### config.mk
export PLATFORM = sky130hd
export DESIGN_NAME = lru_page_replacement_flat
export DESIGN_NICKNAME = d
export VERILOG_FILES = /design/src/design/lru_pkg.sv /design/src/design/lru_if.sv /design/src/design/lru_page_replacement.sv /design/src/flat_wrapper.sv
export SDC_FILE = /design/constraint.sdc
export NUM_CORES = 1
export LEC_CHECK = 0
export BUFFER_PORTS_ARGS = -buffer_cell sky130_fd_sc_hd__buf_2
export CAP_MARGIN = 40
export CORE_MARGIN = 2
export CORE_UTILIZATION = 56
export CTS_CLUSTER_SIZE = 8
export DETAILED_ROUTE_END_ITERATION = 8
export MAX_ROUTING_LAYER = met4
export PLACE_DENSITY = 0.84
export SKIP_LAST_GASP = 1
export SYNTH_ARGS = -nofsm -noshare
export SYNTH_HDL_FRONTEND = slang
export SYNTH_SLANG_ARGS = --single-unit
### constraint.sdc
create_clock -name clk -period 10.7 [get_ports clk]
set_input_delay 1.07 -clock clk [delete_from_list [all_inputs] [get_ports clk]]
set_output_delay 1.07 -clock clk [all_outputs]
set_load 0.01 [all_outputs]
### src/design/lru_pkg.sv
// Shared widths and constants for the LRU frame tracker.
`timescale 1ns / 1ps

package lru_pkg;

	localparam int CFG_W = 4;   // frame count register width
	localparam int FIDX_W = 3;   // reported frame index width
	localparam int FAULT_W = 32;  // fault counter width

	localparam logic [CFG_W-1:0] FRAMES_RST = 4'd3;
	localparam logic [FAULT_W-1:0] FAULT_MAX = {FAULT_W{1'b1}};

endpackage

### src/design/lru_if.sv
// Handshake interfaces: page reference, result word and frame count write.
`timescale 1ns / 1ps

interface lru_ref_if #(
	parameter int PAGE_BITS = 16
);
	logic                 valid;
	logic                 ready;
	logic [PAGE_BITS-1:0] page_number;
	logic                 last_ref;

	modport source(output valid, output page_number, output last_ref, input ready);
	modport sink(input valid, input page_number, input last_ref, output ready);
endinterface

interface lru_res_if;
	logic                        valid;
	logic                        ready;
	logic                        hit;
	logic [lru_pkg::FIDX_W-1:0]  frame_index;
	logic [lru_pkg::FAULT_W-1:0] fault_count;
	logic                        string_end;

	modport source(output valid, output hit, output frame_index, output fault_count,
		output string_end, input ready);
	modport sink(input valid, input hit, input frame_index, input fault_count,
		input string_end, output ready);
endinterface

interface lru_cfg_if;
	logic                      valid;
	logic                      ready;
	logic [lru_pkg::CFG_W-1:0] frames_in_use;

	modport source(output valid, output frames_in_use, input ready);
	modport sink(input valid, input frames_in_use, output ready);
endinterface

### src/design/lru_page_replacement.sv
// Fully associative LRU page frame tracker, top level.
//
//  channel | dir | handshake         | word
//  --------+-----+-------------------+-----------------------------------------------
//  cfg     | in  | valid/ready       | frames_in_use (4b)
//  refs    | in  | valid/ready       | page_number (PAGE_BITS), last_ref
//  result  | out | valid/ready       | hit, frame_index (3b), fault_count (32b), string_end
//
// One word per cycle sustained while the result is taken. A reference is registered on accept
// (s1), then the tag compare, victim pick and rank update run combinationally into the
// result register (s2).
// A stalled result holds s2; s1 still takes one more word, then refs.ready drops.
// arst_n clears all frames, ranks and the fault count; frame count returns to 3.
// cfg is always ready; it is to be written only while the block is idle, which the block itself does not enforce.
`timescale 1ns / 1ps

module lru_page_replacement #(
	parameter int FRAMES    = 8,
	parameter int PAGE_BITS = 16
) (
	input  logic      clk,
	input  logic      arst_n,
	lru_cfg_if.sink   cfg,
	lru_ref_if.sink   refs,
	lru_res_if.source result
);

	localparam int IW = (FRAMES > 1) ? $clog2(FRAMES) : 1;   // frame index and rank width
	localparam logic [IW-1:0] RANK_MAX = IW'(FRAMES - 1);

	// configuration
	logic [lru_pkg::CFG_W-1:0] frames_q;

	// input stage
	logic                 valid_s1;
	logic [PAGE_BITS-1:0] page_s1;
	logic                 last_s1;

	// result stage
	logic                         valid_s2;
	logic                         hit_s2;
	logic [lru_pkg::FIDX_W-1:0]   fidx_s2;
	logic [lru_pkg::FAULT_W-1:0]  fcnt_s2;
	logic                         end_s2;

	// frame state
	logic [PAGE_BITS-1:0]        page_q [FRAMES];
	logic [FRAMES-1:0]           fvalid_q;
	logic [IW-1:0]               rank_q [FRAMES];
	logic [lru_pkg::FAULT_W-1:0] fault_q;

	// lookup
	logic [FRAMES-1:0]           in_use;
	logic [FRAMES-1:0]           match;
	logic                        hit;
	logic [IW-1:0]               hit_idx;
	logic                        has_empty;
	logic [IW-1:0]               empty_idx;
	logic [IW-1:0]               vic_idx;
	logic [IW-1:0]               vic_rank;
	logic [IW-1:0]               slot;
	logic [IW-1:0]               age_limit;
	logic                        age_all;
	logic [IW-1:0]               rank_nxt [FRAMES];
	logic [lru_pkg::FAULT_W-1:0] fault_nxt;

	logic advance;   // s1 moves into s2 this cycle
	logic do_ref;    // a reference is applied to the frame state

	assign advance = !valid_s2 || result.ready;
	assign do_ref  = valid_s1 && advance;

	assign refs.ready = !valid_s1 || advance;
	assign cfg.ready  = 1'b1;

	assign result.valid       = valid_s2;
	assign result.hit         = hit_s2;
	assign result.frame_index = fidx_s2;
	assign result.fault_count = fcnt_s2;
	assign result.string_end  = end_s2;

	// Frame 0 is always in use; a count of 0 acts as 1 and counts above FRAMES
	// simply cover every frame.
	always_comb begin
		for (int i = 0; i < FRAMES; i++) begin
			in_use[i] = (i == 0) || (i < int'(frames_q));
			match[i]  = in_use[i] && fvalid_q[i] && (page_q[i] == page_s1);
		end

		// lowest index wins: scan downward
		hit       = 1'b0;
		hit_idx   = '0;
		has_empty = 1'b0;
		empty_idx = '0;
		for (int i = FRAMES - 1; i >= 0; i--) begin
			if (match[i]) begin
				hit     = 1'b1;
				hit_idx = IW'(i);
			end
			if (in_use[i] && !fvalid_q[i]) begin
				has_empty = 1'b1;
				empty_idx = IW'(i);
			end
		end

		// oldest frame in use, lowest index on a tie
		vic_idx  = '0;
		vic_rank = rank_q[0];
		for (int i = 1; i < FRAMES; i++) begin
			if (in_use[i] && (rank_q[i] > vic_rank)) begin
				vic_idx  = IW'(i);
				vic_rank = rank_q[i];
			end
		end

		if (hit) begin
			slot      = hit_idx;
			age_limit = rank_q[hit_idx];
			age_all   = 1'b0;
		end else if (has_empty) begin
			slot      = empty_idx;
			age_limit = '0;
			age_all   = 1'b1;
		end else begin
			slot      = vic_idx;
			age_limit = vic_rank;
			age_all   = 1'b0;
		end

		// chosen frame goes to rank 0; younger frames age by one, saturating
		for (int i = 0; i < FRAMES; i++) begin
			rank_nxt[i] = rank_q[i];
			if (IW'(i) == slot) begin
				rank_nxt[i] = '0;
			end else if (in_use[i] && fvalid_q[i] && (age_all || (rank_q[i] < age_limit))
					&& (rank_q[i] != RANK_MAX)) begin
				rank_nxt[i] = rank_q[i] + 1'b1;
			end
		end

		if (hit || (fault_q == lru_pkg::FAULT_MAX)) begin
			fault_nxt = fault_q;
		end else begin
			fault_nxt = fault_q + 1'b1;
		end
	end

	always_ff @(posedge clk or negedge arst_n) begin
		if (!arst_n) begin
			frames_q <= lru_pkg::FRAMES_RST;
		end else if (cfg.valid) begin
			frames_q <= cfg.frames_in_use;
		end
	end

	// input register
	always_ff @(posedge clk or negedge arst_n) begin
		if (!arst_n) begin
			valid_s1 <= 1'b0;
		end else if (refs.ready) begin
			valid_s1 <= refs.valid;
		end
	end

	always_ff @(posedge clk) begin
		if (refs.valid && refs.ready) begin
			page_s1 <= refs.page_number;
			last_s1 <= refs.last_ref;
		end
	end

	// result register
	always_ff @(posedge clk or negedge arst_n) begin
		if (!arst_n) begin
			valid_s2 <= 1'b0;
		end else if (advance) begin
			valid_s2 <= valid_s1;
		end
	end

	always_ff @(posedge clk) begin
		if (do_ref) begin
			hit_s2  <= hit;
			fidx_s2 <= lru_pkg::FIDX_W'(slot);
			fcnt_s2 <= fault_nxt;
			end_s2  <= last_s1;
		end
	end

	// frame state; end of string empties everything after its result
	always_ff @(posedge clk or negedge arst_n) begin
		if (!arst_n) begin
			fvalid_q <= '0;
			fault_q  <= '0;
			for (int i = 0; i < FRAMES; i++) begin
				rank_q[i] <= '0;
			end
		end else if (do_ref) begin
			if (last_s1) begin
				fvalid_q <= '0;
				fault_q  <= '0;
				for (int i = 0; i < FRAMES; i++) begin
					rank_q[i] <= '0;
				end
			end else begin
				fvalid_q[slot] <= 1'b1;
				fault_q        <= fault_nxt;
				for (int i = 0; i < FRAMES; i++) begin
					rank_q[i] <= rank_nxt[i];
				end
			end
		end
	end

	// page tags: only read behind a valid bit
	always_ff @(posedge clk) begin
		if (do_ref && !hit) begin
			page_q[slot] <= page_s1;
		end
	end

endmodule

### src/flat_wrapper.sv
// flat-port wrapper written by rule: the top's interface ports become plain ports
module lru_page_replacement_flat 
#(
	parameter int FRAMES    = 8,
	parameter int PAGE_BITS = 16
)
  (clk, arst_n, cfg_valid, cfg_frames_in_use, cfg_ready, refs_valid, refs_page_number, refs_last_ref, refs_ready, result_valid, result_hit, result_frame_index, result_fault_count, result_string_end, result_ready);
  lru_cfg_if cfg_i ();
  lru_ref_if #(.PAGE_BITS(PAGE_BITS)) refs_i ();
  lru_res_if result_i ();
  input  logic clk;
  input  logic arst_n;
  input wire logic [$bits(cfg_i.valid)-1:0] cfg_valid;
  input wire logic [$bits(cfg_i.frames_in_use)-1:0] cfg_frames_in_use;
  output wire logic [$bits(cfg_i.ready)-1:0] cfg_ready;
  input wire logic [$bits(refs_i.valid)-1:0] refs_valid;
  input wire logic [$bits(refs_i.page_number)-1:0] refs_page_number;
  input wire logic [$bits(refs_i.last_ref)-1:0] refs_last_ref;
  output wire logic [$bits(refs_i.ready)-1:0] refs_ready;
  output wire logic [$bits(result_i.valid)-1:0] result_valid;
  output wire logic [$bits(result_i.hit)-1:0] result_hit;
  output wire logic [$bits(result_i.frame_index)-1:0] result_frame_index;
  output wire logic [$bits(result_i.fault_count)-1:0] result_fault_count;
  output wire logic [$bits(result_i.string_end)-1:0] result_string_end;
  input wire logic [$bits(result_i.ready)-1:0] result_ready;
  assign cfg_i.valid = cfg_valid;
  assign cfg_i.frames_in_use = cfg_frames_in_use;
  assign cfg_ready = cfg_i.ready;
  assign refs_i.valid = refs_valid;
  assign refs_i.page_number = refs_page_number;
  assign refs_i.last_ref = refs_last_ref;
  assign refs_ready = refs_i.ready;
  assign result_valid = result_i.valid;
  assign result_hit = result_i.hit;
  assign result_frame_index = result_i.frame_index;
  assign result_fault_count = result_i.fault_count;
  assign result_string_end = result_i.string_end;
  assign result_i.ready = result_ready;
  lru_page_replacement #(.FRAMES(FRAMES), .PAGE_BITS(PAGE_BITS)) u_core (.clk(clk), .arst_n(arst_n), .cfg(cfg_i), .refs(refs_i), .result(result_i));
endmodule
==> results.sh, run 1 <==
export IMPL_coreArea_mm2=0.0228
export IMPL_intPower_uw=2160
export IMPL_grt_pass1_vias=9611
export IMPL_drtAntennaViolNets=0
export IMPL_p_leak_uw=0.00592
export IMPL_cpPeakStageDelay_ns=0.57
export IMPL_fin_area_mm2=0.0155
export IMPL_cp_required_ns=11.14
export IMPL_yosysUniqueCellTypes=85
export IMPL_dieArea_mm2=0.0245
export IMPL_clkPwrFrac=0.343
export IMPL_hold_violations=0
export IMPL_drt_iter0_markers=957
export IMPL_synthCells=1133
export IMPL_skew_ns=0.0150
export IMPL_dpl_cell_area_mm2=0.0140
export IMPL_cts_sinks=252
export IMPL_worstPathArrival_ns=10.89
export IMPL_finalCritPeriodShare=0.976
export IMPL_die_h_um=157
export IMPL_synth_compound_area_share=0.129
export IMPL_start_util=0.573
export IMPL_cts_made_buffers=37
export IMPL_die_width_um=157
export IMPL_synth_edf_count=182
export IMPL_path_class="reg -> reg"
export IMPL_synthAdderAreaFrac=0.0311
export IMPL_diodes=0
export IMPL_crit_path_end_kind="flop"
export IMPL_slew_headroom=0.383
export IMPL_synth_seq_cells=252
export IMPL_cts_root_buf="clkbuf_16"
export IMPL_dr_pass1_iters=5
export IMPL_swShare=0.303
export IMPL_crit_slowest_cell="or4_4"
export IMPL_yosysSeqAreaShare=0.554
export IMPL_clk_latency_ns=0.52
export IMPL_comb_power_share=0.263
export IMPL_ir_drop_uv=163
export IMPL_synth_area_top_cells="edfxtp_1, dfrtp_1, xor2_1"
export IMPL_route_detailed_drc=0
export IMPL_slew_violations=0
export IMPL_via_per_inst=6.19
export IMPL_cp_max_fo=4
export IMPL_netlist_area_mm2=0.0130
export IMPL_fin_util=0.681
export IMPL_status="complete, no violations"
export IMPL_synth_main_ff_cell="edfxtp_1"
export IMPL_finalCriticalPeriod_ns=10.45
export IMPL_synth_xor_area_frac=0.107
export IMPL_drive_above_1_share=0.215
export IMPL_synth_top_area_cell="edfxtp_1"
export IMPL_finalWirelength_um=32600
export IMPL_synthMuxAreaShare=0.0186
export IMPL_grt_max_degree=72
export IMPL_tns_ns=0
export IMPL_ctsHtreeMaxLevel=2
export IMPL_rows=55
export IMPL_pin_count=66
export IMPL_cts_clk_slew_worst_paths_ns=0.05
export IMPL_synth_top_cells_by_count="edfxtp_1, nand2_1, xor2_1"
export IMPL_p_per_area_mw_per_mm2=199
export IMPL_finalPower_uw=3090
export IMPL_syn_nets=1189
export IMPL_cts_tree="built"
export IMPL_worst_pin_slew_ns=0.926
export IMPL_p_switching_uw=937
export IMPL_vias=9805
export IMPL_hpwl_um=21100
export IMPL_io_buffers=64
export IMPL_grt_pass1_wl_um=50100
export IMPL_async_reset_ff_frac=0.278
export IMPL_yosysMostFrequentCell="edfxtp_1"
export IMPL_fmax_mhz=95.7
export IMPL_pwr_share_seq=0.395
export IMPL_gp_congestion=0.987
export IMPL_hp_class="reg -> reg"
export IMPL_cts_hold_buf=0
export IMPL_max_cap_violations=0
export IMPL_fin_nets=1307
export IMPL_clockBufferDepth=3
export IMPL_wl_per_cell_um=20.6
export IMPL_critical_path_startpoint_type="flop"
export IMPL_overflow=0
export IMPL_setup_viol=0
export IMPL_synth_top_family_by_area="simple AND/OR/NAND/NOR gates"
export IMPL_antenna_found_initial=0
export IMPL_area_growth_pct=19.0
export IMPL_syn_area_per_cell_um2=11.5
export IMPL_grt_total_usage=0.270
export IMPL_synth_simple_area_share=0.135
export IMPL_netlist_area_leader_share=0.419
export IMPL_yosysWarnings=0
export IMPL_fillers=1582
-- area by class of cell --
type                    instances  area (um^2)  area share
clock buffers                  56         1030      0.0663
clock inverters                 2         38.8     0.00250
inverters                      25         93.8     0.00605
multi-input cells             805         5890       0.380
flip-flops and latches        252         7220       0.465
well taps                     313          392      0.0252
repair buffers                130          857      0.0552
-- power by group through the flow --
stage               combinational, uW  sequential, uW  clock, uW
finish                            812            1220       1060
global placement                  620            1230          0
global route                      872            1230       1120
CTS                               660            1220       1070
detailed placement                640            1230          0
floorplan                         419            1220          0
-- cells in the final DEF (no fill, tap or decap), types with 7 or more instances in the layout --
cell type  netlist  final
buf_4            3     61
dfrtp_1         68     68
a31oi_1         10      9
nand2_2          2      7
xnor2_1         69     69
nor3_1          28     21
nand2b_1        10     10
a21o_1           8      8
nand4_1         23     23
and2_1          11      9
a22o_1          22     22
a21oi_1         46     43
clkbuf_16        0     38
xor2_1          90     90
inv_1           24     20
mux2_2          18     12
ha_4             0      8
nand2_1        100     95
edfxtp_1       182    182
o21a_1           8      7
o21ai_0         61     53
ha_1            30     22
and3_1          13     13
nor3_2           1      8
o31ai_1         15     15
nand3_1         25     23
buf_2           15     65
clkbuf_1        28     17
nor4_1          26     23
nor2_1          65     63
-- state kept, by name, indices dropped and copies added (netlist names), 3 cells and up --
register and count:
u_core.rank_q 24, u_core.page_q 128, u_core.frames_q 4, u_core.result.fault_count 32
u_core.page_s1 16, u_core.fault_q 32, u_core.fvalid_q 8, u_core.result.frame_index 3
-- timing repair --
action / in CTS / in global routing
setup endpoints to repair: 22 / 158
pin swaps: 4 / 34
cloned: 0 / 1
buffers inserted: 1 / 10
resized for setup: 12 / 70
-- final timing paths --
| path | start | to | slack [ns] | cells after the start |
|---|---|---|---|---|
| min in group asynchronous | arst_n | u_core.fault_q[18] | 0.62 | 2 |
| setup / recovery | u_core.rank_q[23] | u_core.rank_q[20] | 0.25 | 51 |
| hold / removal | u_core.valid_s1 | u_core.result.valid | 0.49 | 1 |
| hold reg to reg | u_core.valid_s1 | u_core.result.valid | 0.49 | 1 |
| max in group asynchronous | arst_n | u_core.frames_q[1] | 9.46 | 3 |
| setup reg to reg | u_core.rank_q[23] | u_core.rank_q[20] | 0.25 | 51 |
-- per-layer routing --
layer  track usage  wire (um)  up-vias
met5             -          0        -
met4         0.126       1500        0
met1         0.338      13000     4747
met3        0.0468       2430      120
met2         0.430      15600      479
li1              -          -     4459
-- through the flow --
| stage | std cells | setup slack, ns | hold WS (ns) |
|---|---|---|---|
| finish | 1583 | 0.254 | 0.489 |
| global route | 1583 | -0.160 | 0.517 |
| CTS | 1572 | 0.0000764 | 0.492 |
| detailed placement | 1513 | -0.365 | 0.477 |
| global placement | 1511 | 0.0510 | 0.465 |
| floorplan | 1133 | -0.247 | 0.446 |
-- worst max-delay path, delay by kind of cell (launching register included) --
family	cells	cell delay, ns
buffers and inverters	2	0.22
adders and majority gates	9	2.41
and+or+nand+nor	14	1.76
AOI/OAI and AO/OA	21	4.06
muxes	5	1.54
DFF	1	0.37
-- cells by family (layout without fill, tap and decap cells) --
family,count (synthesis),in the layout
multiplexers,22,22
other,1,1
AO/OA/AOI/OAI,245,245
buffers and inverters,76,213
adder cells (fa/ha/maj),33,33
AND/OR/NAND/NOR,345,345
flip-flops,252,252
XOR/XNOR,159,159
No activity file was read; power rests on OpenSTA's default activity.
==> run 2: changes to the inputs <==
==> constraint.sdc (replaced) <==
create_clock -name clk -period 9.6 [get_ports clk]
set_input_delay 0.96 -clock clk [delete_from_list [all_inputs] [get_ports clk]]
set_output_delay 0.96 -clock clk [all_outputs]
set_load 0.01 [all_outputs]
==> run 2 against run 1 <==
The run now ends with negative setup slack left. Via count is 5.4% higher. Non-clock buffer count is 63 higher. Sequential cell count stayed put. Register-to-register slack worse by 0.94 ns. Final cell count is 4.5% higher. Utilization is 5.0 points higher. Wire length is 12% higher. Cell area is 7.4% higher. Critical path type unchanged.
==> results.sh, run 2 (synthesized netlist as in run 1, its figures left out) <==
export IMPL_hpwl_um=22000
export IMPL_coreArea_mm2=0.0228
export IMPL_critical_path_startpoint_type="flop"
export IMPL_finalCriticalPeriod_ns=10.28
export IMPL_grt_max_degree=72
export IMPL_ff2ff_setup_slack_ns=-0.68
export IMPL_slew_violations=0
export IMPL_max_cap_violations=0
export IMPL_cpPeakStageDelay_ns=0.56
export IMPL_critPathCapture="u_core.rank_q[18]"
export IMPL_largest_reg_flops=128
export IMPL_status="finished, violations left"
export IMPL_dieArea_mm2=0.0245
export IMPL_drt_iter0_markers=1160
export IMPL_start_util=0.573
export IMPL_gp_congestion=0.973
export IMPL_fin_nets=1370
export IMPL_fin_ws_ns=-0.684
export IMPL_die_h_um=157
export IMPL_final_cells=1654
export IMPL_antenna_found_initial=0
export IMPL_clk_latency_ns=0.55
export IMPL_cts_root_buf="clkbuf_16"
export IMPL_use_met1=0.370
export IMPL_violations="negative setup slack"
export IMPL_fmax_mhz=97.2
export IMPL_diodes=0
export IMPL_area_growth_pct=27.8
export IMPL_rows=55
export IMPL_mostFrequentLayoutCell="edfxtp_1"
export IMPL_cp_max_fo=4
export IMPL_multi_input_area_mm2=0.00629
export IMPL_wl_per_cell_um=22.1
export IMPL_grt_total_usage=0.302
export IMPL_rsz0062_at_grt="true"
export IMPL_overflow=0
export IMPL_cts_clk_slew_worst_paths_ns=0.05
export IMPL_use_met2=0.497
export IMPL_cts_sinks=252
export IMPL_fillers=1420
export IMPL_slew_headroom=0.339
export IMPL_p_per_area_mw_per_mm2=230
export IMPL_grt_pass1_vias=10300
export IMPL_path_class="reg -> reg"
export IMPL_p_leak_uw=0.00637
export IMPL_top_register="u_core.page_q"
export IMPL_clockBufferDepth=3
export IMPL_worstPathArrival_ns=10.71
export IMPL_finalWirelength_um=36500
export IMPL_hold_violations=0
export IMPL_via_per_inst=6.25
export IMPL_crit_path_end_kind="flop"
export IMPL_worst_pin_slew_ns=0.992
export IMPL_route_detailed_drc=0
export IMPL_busiest_layer="met2"
export IMPL_dr_pass1_iters=5
export IMPL_r2r_start="u_core.rank_q[20]"
export IMPL_die_width_um=157
export IMPL_drive_above_1_share=0.288
export IMPL_vias=10300
export IMPL_drtAntennaViolNets=0
export IMPL_finalCritPeriodShare=1.07
export IMPL_regToRegEndpoint="u_core.rank_q[18]"
export IMPL_rr_worst_depth=49
export IMPL_cp_required_ns=10.02
export IMPL_register_area_mm2=0.00722
export IMPL_fin_util=0.732
export IMPL_setup_viol=157
export IMPL_crit_slowest_cell="or4_4"
export IMPL_use_met3=0.0504
export IMPL_cts_hold_buf=0
export IMPL_crit_path_start="u_core.rank_q[20]"
export IMPL_skew_ns=0.0283
export IMPL_ir_drop_uv=173
export IMPL_most_common_layout_cells="edfxtp_1, buf_4, nand2_1"
export IMPL_pin_count=66
export IMPL_placed_cells=1541
export IMPL_cts_tree="built"
export IMPL_hp_class="in -> async"
export IMPL_cts_made_buffers=37
export IMPL_io_buffers=64
export IMPL_grt_pass1_wl_um=55300
export IMPL_holdWs_ns=0.341
export IMPL_ctsHtreeMaxLevel=2
## run 2: cell count changes in the layout (fill, tap and decap cells not counted), sizes merged
cell and change:
clkbuf +9, buf +61, inv +1
## run 2: repair_timing
item,CTS,global route
setup buffers,28,16
endpoints found under the setup margin,154,162
gates resized for setup,54,86
cloned,4,2
pin swaps,47,56
## run 2: layer usage
layer | vias to the layer above | wire, um
met5 | - | 0
met4 | 0 | 1240
met3 | 114 | 2550
met2 | 523 | 18500
met1 | 5113 | 14300
li1 | 4588 | -
## run 2: worst min path at each step
stage,cells past startpoint,slack [ns],start,to
after global placement,1,0.46,u_core.valid_s1,u_core.result.valid
final,2,0.34,arst_n,u_core.rank_q[5]
after global routing,2,0.35,arst_n,u_core.rank_q[5]
after floorplan,0,0.45,u_core.last_s1,u_core.result.string_end
after detailed placement,1,0.48,u_core.fault_q[25],u_core.fault_q[25]
after CTS,2,0.34,arst_n,u_core.rank_q[5]
## run 2: layout make-up
class / count / share of cell area
timing repair buffer: 193 / 0.0939
clock inverter: 3 / 0.00398
tap: 313 / 0.0235
clock buffer: 63 / 0.0620
sequential: 252 / 0.433
inverter: 25 / 0.00578
multi-input combinational: 805 / 0.378
## run 2: per-stage QoR
step	setup slack (ns)	power, uW	TNS, ns	instance area (um^2)
finish	-0.684	3830	-54.11	16700
global route	-1.02	3970	-111.67	16700
global placement	-0.393	2240	-12.31	14500
detailed placement	-0.711	2280	-38.55	14500
floorplan	-0.333	1920	-2.07	13300
CTS	-0.524	3650	-17.04	16100
## run 2: power by group
group	switching, uW	internal [uW]	leakage (uW)
Combinational	644	601	0.00321
Sequential	88.3	1280	0.00264
Clock	480	736	0.000521
## run 2: worst max-delay path, delay by kind of cell, from the launching register on
| family | cells | cell delay, ns |
|---|---|---|
| compound gates | 21 | 3.70 |
| simple gates | 13 | 1.69 |
| flops | 1 | 0.42 |
| mux | 6 | 1.87 |
| fa+ha+maj | 9 | 2.46 |
==> run 3: changes to the inputs <==
--- a/config.mk
+++ b/config.mk
@@ -5,7 +5,7 @@
 export SDC_FILE = /design/constraint.sdc
 export NUM_CORES = 1
 export LEC_CHECK = 0
-export BUFFER_PORTS_ARGS = -buffer_cell sky130_fd_sc_hd__buf_2
+export BUFFER_PORTS_ARGS = -buffer_cell sky130_fd_sc_hd__buf_4
 export CAP_MARGIN = 40
 export CORE_MARGIN = 2
 export CORE_UTILIZATION = 56
==> run 3 against run 2 <==
The flow still finishes with violations (negative setup slack). Global-route usage grew 0.42 points. Worst setup slack gained 0.057 ns. Critical path depth grew 3. Wire length grew 0.71%.
==> results.sh, run 3 (synthesized netlist as in run 1, its figures left out) <==
export IMPL_hpwl_um=22300
export IMPL_p_per_area_mw_per_mm2=227
export IMPL_gp_congestion=0.988
export IMPL_swShare=0.312
export IMPL_fin_ws_ns=-0.627
export IMPL_overflow=0
export IMPL_use_met1=0.377
export IMPL_use_met2=0.514
export IMPL_most_common_layout_cells="edfxtp_1, buf_4, nand2_1"
export IMPL_fmax_mhz=97.8
export IMPL_top_register="u_core.page_q"
export IMPL_dieArea_mm2=0.0245
export IMPL_start_util=0.573
export IMPL_skew_ns=0.0270
export IMPL_rows=55
export IMPL_grt_total_usage=0.306
export IMPL_cpPeakStageDelay_ns=0.43
export IMPL_io_buffers=64
export IMPL_max_cap_violations=0
export IMPL_cts_made_buffers=37
export IMPL_critical_path_startpoint_type="flop"
export IMPL_worstPathArrival_ns=10.63
export IMPL_hold_violations=0
export IMPL_cts_clk_slew_worst_paths_ns=0.06
export IMPL_route_detailed_drc=0
export IMPL_grt_max_degree=72
export IMPL_fin_nets=1361
export IMPL_busiest_layer="met2"
export IMPL_hp_class="in -> async"
export IMPL_ir_drop_uv=168
export IMPL_fin_util=0.737
export IMPL_coreArea_mm2=0.0228
export IMPL_regToRegEndpoint="u_core.rank_q[12]"
export IMPL_status="finished, violations left"
export IMPL_crit_slowest_cell="dfrtp_2"
export IMPL_largest_reg_flops=128
export IMPL_die_width_um=157
export IMPL_dr_pass1_iters=7
export IMPL_clockBufferDepth=3
export IMPL_rr_worst_depth=52
export IMPL_via_per_inst=6.26
export IMPL_cts_sinks=252
export IMPL_grt_pass1_vias=10300
export IMPL_holdWs_ns=0.275
export IMPL_setup_viol=155
export IMPL_path_class="reg -> reg"
export IMPL_mostFrequentLayoutCell="edfxtp_1"
export IMPL_slew_headroom=0.370
export IMPL_drtAntennaViolNets=0
export IMPL_grt_pass1_wl_um=56000
export IMPL_worst_pin_slew_ns=0.944
export IMPL_cts_root_buf="clkbuf_16"
export IMPL_finalWirelength_um=36800
export IMPL_vias=10300
export IMPL_cts_tree="built"
export IMPL_use_met3=0.0438
export IMPL_pin_count=66
export IMPL_comb_power_share=0.319
export IMPL_area_growth_pct=28.8
export IMPL_slew_violations=0
export IMPL_r2r_start="u_core.rank_q[19]"
export IMPL_finalCritPeriodShare=1.07
export IMPL_finalPower_uw=3810
export IMPL_clk_latency_ns=0.53
export IMPL_clkPwrFrac=0.320
export IMPL_drt_iter0_markers=1007
export IMPL_pwr_share_seq=0.361
export IMPL_ff2ff_setup_slack_ns=-0.63
export IMPL_cp_required_ns=10.01
export IMPL_pre_cts_slack_ns=-0.615
export IMPL_drive_above_1_share=0.280
export IMPL_rsz0062_at_grt="true"
export IMPL_p_switching_uw=1190
export IMPL_intPower_uw=2620
export IMPL_p_leak_uw=0.00640
export IMPL_finalCriticalPeriod_ns=10.23
export IMPL_cp_max_fo=6
export IMPL_crit_path_end_kind="flop"
export IMPL_ctsHtreeMaxLevel=2
export IMPL_wl_per_cell_um=22.4
export IMPL_cts_hold_buf=0
export IMPL_antenna_found_initial=0
export IMPL_violations="negative setup slack"
export IMPL_die_h_um=157
## run 3: cell types whose count changed in the layout (fill, tap and decap cells not counted), sizes merged
cell / previous run / this run
clkinv: 2 / 1
buf: 191 / 184
clkbuf: 65 / 64
diode: 0 / 1
## run 3: layout make-up
class / count / area [um^2]
timing repair buffer: 184 / 1750
sequential: 252 / 7220
tap: 313 / 392
clock inverter: 2 / 36.3
inverter: 25 / 96.3
multi-input combinational: 805 / 6240
antenna: 1 / 2.50
fill: 1399 / 5980
clock buffer: 64 / 1060
## run 3: how the worst max path moves through the flow
stage | slack (ns) | from | endpoint | depth (start not counted)
after floorplan | -0.33 | u_core.rank_q[23] | u_core.rank_q[18] | 51
after global placement | -0.34 | u_core.rank_q[22] | u_core.rank_q[0] | 51
after detailed placement | -0.61 | u_core.rank_q[19] | u_core.rank_q[0] | 50
after CTS | -0.52 | u_core.rank_q[20] | u_core.rank_q[18] | 48
after global routing | -0.93 | u_core.rank_q[20] | u_core.rank_q[20] | 48
final | -0.63 | u_core.rank_q[19] | u_core.rank_q[12] | 52
## run 3: worst max-delay path: cells and delay by family, from the launching register on
kind / cells / cell delay (ns)
compound gates: 19 / 3.34
flops: 1 / 0.43
buf+inv: 4 / 0.57
simple gates: 13 / 1.39
mux: 7 / 1.84
fa+ha+maj: 9 / 2.47
## run 3: routing by layer
metal  wire length (um)  up-vias
li1                   -     4575
met1              14300     5026
met2              18300      547
met3               2670      150
met4               1580        0
met5                  0        -
## run 3: what timing repair did
| action | 4_1_cts | 5_1_grt |
|---|---|---|
| gates cloned | 5 | 0 |
| setup buffers | 14 | 23 |
| gates resized for setup | 70 | 61 |
| setup endpoints to repair | 154 | 162 |
| pin swaps | 49 | 39 |
## run 3: per-stage QoR
stage	setup TNS [ns]	area, um^2	cells
finish	-57.40	16800	1646
global route	-102.92	16800	1645
CTS	-24.02	16400	1624
detailed placement	-35.24	14700	1539
global placement	-7.96	14700	1537
floorplan	-2.07	13300	1133
## run 3: power by group through the flow
stage	Sequential (uW)	Clock, uW	Combinational, uW
5_1_grt	1380	1270	1290
2_1_floorplan	1360	0	562
3_5_place_dp	1390	0	910
4_1_cts	1370	1230	1040
6_report	1380	1220	1210
3_3_place_gp	1380	0	883
